[config.mk]
export PLATFORM = sky130hd
export DESIGN_NAME = gbe_rune_check
export DESIGN_NICKNAME = d
export VERILOG_FILES = /design/src/sv/gbe_pkg.sv /design/src/sv/gbe_rune_check.sv
export SDC_FILE = /design/constraint.sdc
export NUM_CORES = 1
export LEC_CHECK = 0
export BUFFER_PORTS_ARGS = -buffer_cell sky130_fd_sc_hd__buf_2
export CORE_AREA = 4 4 41 43
export DETAILED_ROUTE_END_ITERATION = 10
export DIE_AREA = 0 0 45 47
export PLACE_DENSITY_LB_ADDON = 0.12
export SYNTH_ARGS = -nofsm -noshare
export SYNTH_HDL_FRONTEND = slang
export SYNTH_SLANG_ARGS = --single-unit
[constraint.sdc]
create_clock -name vclk -period 7.2
set_input_delay 1.44 -clock vclk [all_inputs]
set_output_delay 1.44 -clock vclk [all_outputs]
set_load 0.01 [all_outputs]
[src/sv/gbe_pkg.sv]
// Shared package for the UTF-8 gap buffer editor.
// Holds the operation codes and the UTF-8 rune decoder used by the rune checker.
// No dependencies.
package gbe_pkg;

	typedef enum logic [3:0] {
		OP_INSERT        = 4'd0,
		OP_BYTE_BACK     = 4'd1,
		OP_BYTE_FWD      = 4'd2,
		OP_RUNE_BACK     = 4'd3,
		OP_RUNE_FWD      = 4'd4,
		OP_DEL_BYTE_BACK = 4'd5,
		OP_DEL_BYTE_FWD  = 4'd6,
		OP_DEL_RUNE_BACK = 4'd7,
		OP_DEL_RUNE_FWD  = 4'd8
	} op_t;

	localparam int unsigned WinBytes = 4;

	function automatic logic is_cont(input logic [7:0] b);
		return b[7:6] == 2'b10;
	endfunction

	// Length of a valid rune led by b0, or zero. Overlong forms, surrogates and
	// values above the Unicode range are rejected through the lead byte and the second byte.
	function automatic logic [2:0] rune_len(input logic [7:0] b0, input logic [7:0] b1,
		input logic [7:0] b2, input logic [7:0] b3);
		logic [2:0] len;
		len = 3'd0;
		if (b0 < 8'h80) begin
			len = 3'd1;
		end else if (b0 >= 8'hC2 && b0 <= 8'hDF) begin
			if (is_cont(b1)) len = 3'd2;
		end else if (b0 >= 8'hE0 && b0 <= 8'hEF) begin
			if (is_cont(b1) && is_cont(b2) && (b0 != 8'hE0 || b1 >= 8'hA0)
				&& (b0 != 8'hED || b1 <= 8'h9F)) len = 3'd3;
		end else if (b0 >= 8'hF0 && b0 <= 8'hF4) begin
			if (is_cont(b1) && is_cont(b2) && is_cont(b3) && (b0 != 8'hF0 || b1 >= 8'h90)
				&& (b0 != 8'hF4 || b1 <= 8'h8F)) len = 3'd4;
		end
		return len;
	endfunction

endpackage

[src/sv/gbe_rune_check.sv]
// Finds the length of the rune next to the gap from a window of fetched bytes.
// Depends on gbe_pkg.
module gbe_rune_check (
	input  logic [7:0] win [gbe_pkg::WinBytes],
	input  logic [2:0] nread,
	input  logic       back,
	output logic [2:0] len
);
	logic [2:0] fwd_len;
	logic [2:0] back_len;

	always_comb begin
		// Backward: the window runs away from the gap, so a rune of length L
		// starts at win[L-1]. The shortest fitting length wins.
		back_len = 3'd0;
		if (nread >= 3'd4 && gbe_pkg::rune_len(win[3], win[2], win[1], win[0]) == 3'd4)
			back_len = 3'd4;
		if (nread >= 3'd3 && gbe_pkg::rune_len(win[2], win[1], win[0], 8'h00) == 3'd3)
			back_len = 3'd3;
		if (nread >= 3'd2 && gbe_pkg::rune_len(win[1], win[0], 8'h00, 8'h00) == 3'd2)
			back_len = 3'd2;
		if (nread >= 3'd1 && gbe_pkg::rune_len(win[0], 8'h00, 8'h00, 8'h00) == 3'd1)
			back_len = 3'd1;
		fwd_len = gbe_pkg::rune_len(win[0], win[1], win[2], win[3]);
		if (fwd_len > nread) fwd_len = 3'd0;
		len = back ? back_len : fwd_len;
	end
endmodule

==> impl_metrics.ini <==
[placement]
pre_cts_ws_ns = 2.37
finalWeightedCongestion = 0.768
placedCellCount = 112
portBuffers = 38
hpwl_mm = 1.21

[worst_setup_path]
cp_max_fo = 3
worstPathArrival_ns = 3.38
cp_num_cells = 11
path_delay_family = compound AO/OA/AOI/OAI gates
crit_required_ns = 5.76
cp_common_cell = buf_2
path_cells = buf_2, o21ai_1, mux2i_1, nand2_1, and2_1, ha_1, nand3_1, o21ai_0, o21bai_1, o221ai_1, buf_2
critPathBufInv = 2
startpoint = win[21]
crit_path_max_incr_delay_ns = 0.28
critical_path_class = in -> out
cp_slowest_cell = o21bai_1
crit_end = len[0]
end_kind = output pin
worstSetupStartpointType = input pin

[routing]
first_pass_iters = 4
drt-initial-drc-count = 14
wire_per_inst_um = 11.4
routed_wl_mm = 1.27
vias = 595
drc = 0
ant_nets = 0
viasPerCell = 5.31

[global_route]
first_global_vias = 534
grt_remaining_overflow = 0
grt_pass1_wl_mm = 2.13
grt_max_degree = 7
grt_use_total = 0.127
antenna_found_initial = 0

[finish]
final_cells = 112
syn_to_final_growth_pct = 48.7
n_clock_buffer = 0
drive_gt1_frac = 0.474
antennaDiodeCount = 0
seq_cells = 0
nNetsFinal = 138
seqCellArea_um2 = 0

[sta]
worst_pin_slew_ns = 0.395
setup_viol = 0
grt_setup_unrepaired = false
final_max_slew_viol_count = 0
hold_viol_final = 0
min_period_ns = 4.82
fin_ws_ns = 2.38
period_share = 0.669
final.setup.tns_ns = 0
relSlewSlack = 0.734
fmax_ghz = 0.208

[power_and_ir_drop]
ir_worst_vdd_mv = 0.0180
power_density_mw_per_mm2 = 41.0
p_leak_nw = 0.305
p_comb_frac = 1.000
switching_share = 0.503
pwr-share-clk = 0
p_seq_frac = 0
internal-power_mw = 0.0130
p_switching_mw = 0.0131

[synth]
syn_inst = 59
yosysUniqueCellTypes = 28
synthTopCellsByArea = ha_1, nor4_2, nor4_1
ys_seq_area_frac = 0
yosysTopAreaCellShare = 0.0875
syn_area_um2 = 429
syn_avg_cell_area_um2 = 7.27
yosys_warnings = 0
synth_area_leader_cell = ha_1
synth_nets = 98

[floorplanning]
start_util = 0.330
ios = 39
die_area_mm2 = 0.00212
dieWidth_um = 45
die_h_um = 47
core_mm2 = 0.00130
rows = 13

[cts]
post_cts_resized = 0
holdBufCountCts = 0
cts_setup_buffers = 0

[run]
max-cap-violations = 0

[status]
status = finished clean

[hold_path]
hp-class = in -> out
cells in the mapped netlist:
cell / count
a2111oi_2: 1
a211oi_1: 1
a21oi_1: 4
and2_1: 1
and4b_1: 2
ha_1: 3
inv_1: 5
mux2i_1: 2
nand2_1: 4
nand2b_2: 1
nand3_1: 2
nand3_2: 1
nand3b_1: 2
nand3b_4: 1
nand4_1: 2
nand4b_1: 2
nor2_1: 2
nor3_1: 4
nor4_1: 4
nor4_2: 3
nor4b_2: 1
o21ai_0: 4
o21ai_1: 1
o21bai_1: 1
o221ai_1: 1
o22ai_1: 2
o31ai_1: 1
xnor2_1: 1
stage by stage:
stage          power, mW  utilization  area (um2)  hold WS [ns]
6_report          0.0261        0.490         638          3.24
5_1_grt           0.0296        0.490         638          3.26
4_1_cts           0.0263        0.490         638          3.24
3_5_place_dp      0.0263        0.490         638          3.24
3_3_place_gp      0.0260        0.490         638          3.26
2_1_floorplan     0.0105            -         429          3.02
cells by family (layout without fill, tap and decap cells):
kind of cell	Yosys count	after routing	synth area share
simple gates	32	32	0.560
compound gates	16	16	0.242
buf+inv	5	43	0.0437
fa+ha+maj	3	3	0.0875
mux	2	2	0.0466
xor+xnor	1	1	0.0204
placed cells by master (no fill, tap or decap):
| cell | instances |
|---|---|
| a2111oi_2 | 1 |
| a211oi_1 | 1 |
| a21oi_1 | 4 |
| and2_1 | 1 |
| and4b_1 | 2 |
| buf_2 | 38 |
| ha_1 | 3 |
| inv_1 | 5 |
| mux2i_1 | 2 |
| nand2_1 | 4 |
| nand2b_2 | 1 |
| nand3_1 | 2 |
| nand3_2 | 1 |
| nand3b_1 | 2 |
| nand3b_4 | 1 |
| nand4_1 | 2 |
| nand4b_1 | 2 |
| nor2_1 | 2 |
| nor3_1 | 4 |
| nor4_1 | 4 |
| nor4_2 | 3 |
| nor4b_2 | 1 |
| o21ai_0 | 4 |
| o21ai_1 | 1 |
| o21bai_1 | 1 |
| o221ai_1 | 1 |
| o22ai_1 | 2 |
| o31ai_1 | 1 |
| xnor2_1 | 1 |
worst min path at each step:
stage / from / to / slack [ns] / cells past startpoint
2_1_floorplan: win[31] / len[0] / 3.02 / 1
3_3_place_gp: win[7] / len[2] / 3.26 / 4
6_report: win[7] / len[2] / 3.24 / 4
4_1_cts: win[7] / len[2] / 3.24 / 4
5_1_grt: win[7] / len[2] / 3.26 / 4
3_5_place_dp: win[7] / len[2] / 3.24 / 4
power by group through the flow:
stage / clock network, mW / logic, mW / registers, mW
after floorplan: 0 / 0.0105 / 0
after global placement: 0 / 0.0260 / 0
after detailed placement: 0 / 0.0263 / 0
after CTS: 0 / 0.0263 / 0
after global routing: 0 / 0.0296 / 0
final: 0 / 0.0261 / 0
layout make-up:
class              count  area, um2
repair buffers        38        190
multi-input cells     54        410
well taps             15       18.8
inverters              5       18.8
fillers              152        663
routing by layer:
layer | wire length (um) | vias up | track usage | part of all wire
met3 | 84 | 0 | 0.00383 | 0.066
met4 | 0 | 0 | 0 | 0
li1 | - | 316 | - | -
met1 | 536 | 262 | 0.164 | 0.42
met5 | 0 | - | 0 | 0
met2 | 650 | 17 | 0.246 | 0.51
Power figures use the tool's default switching activity.
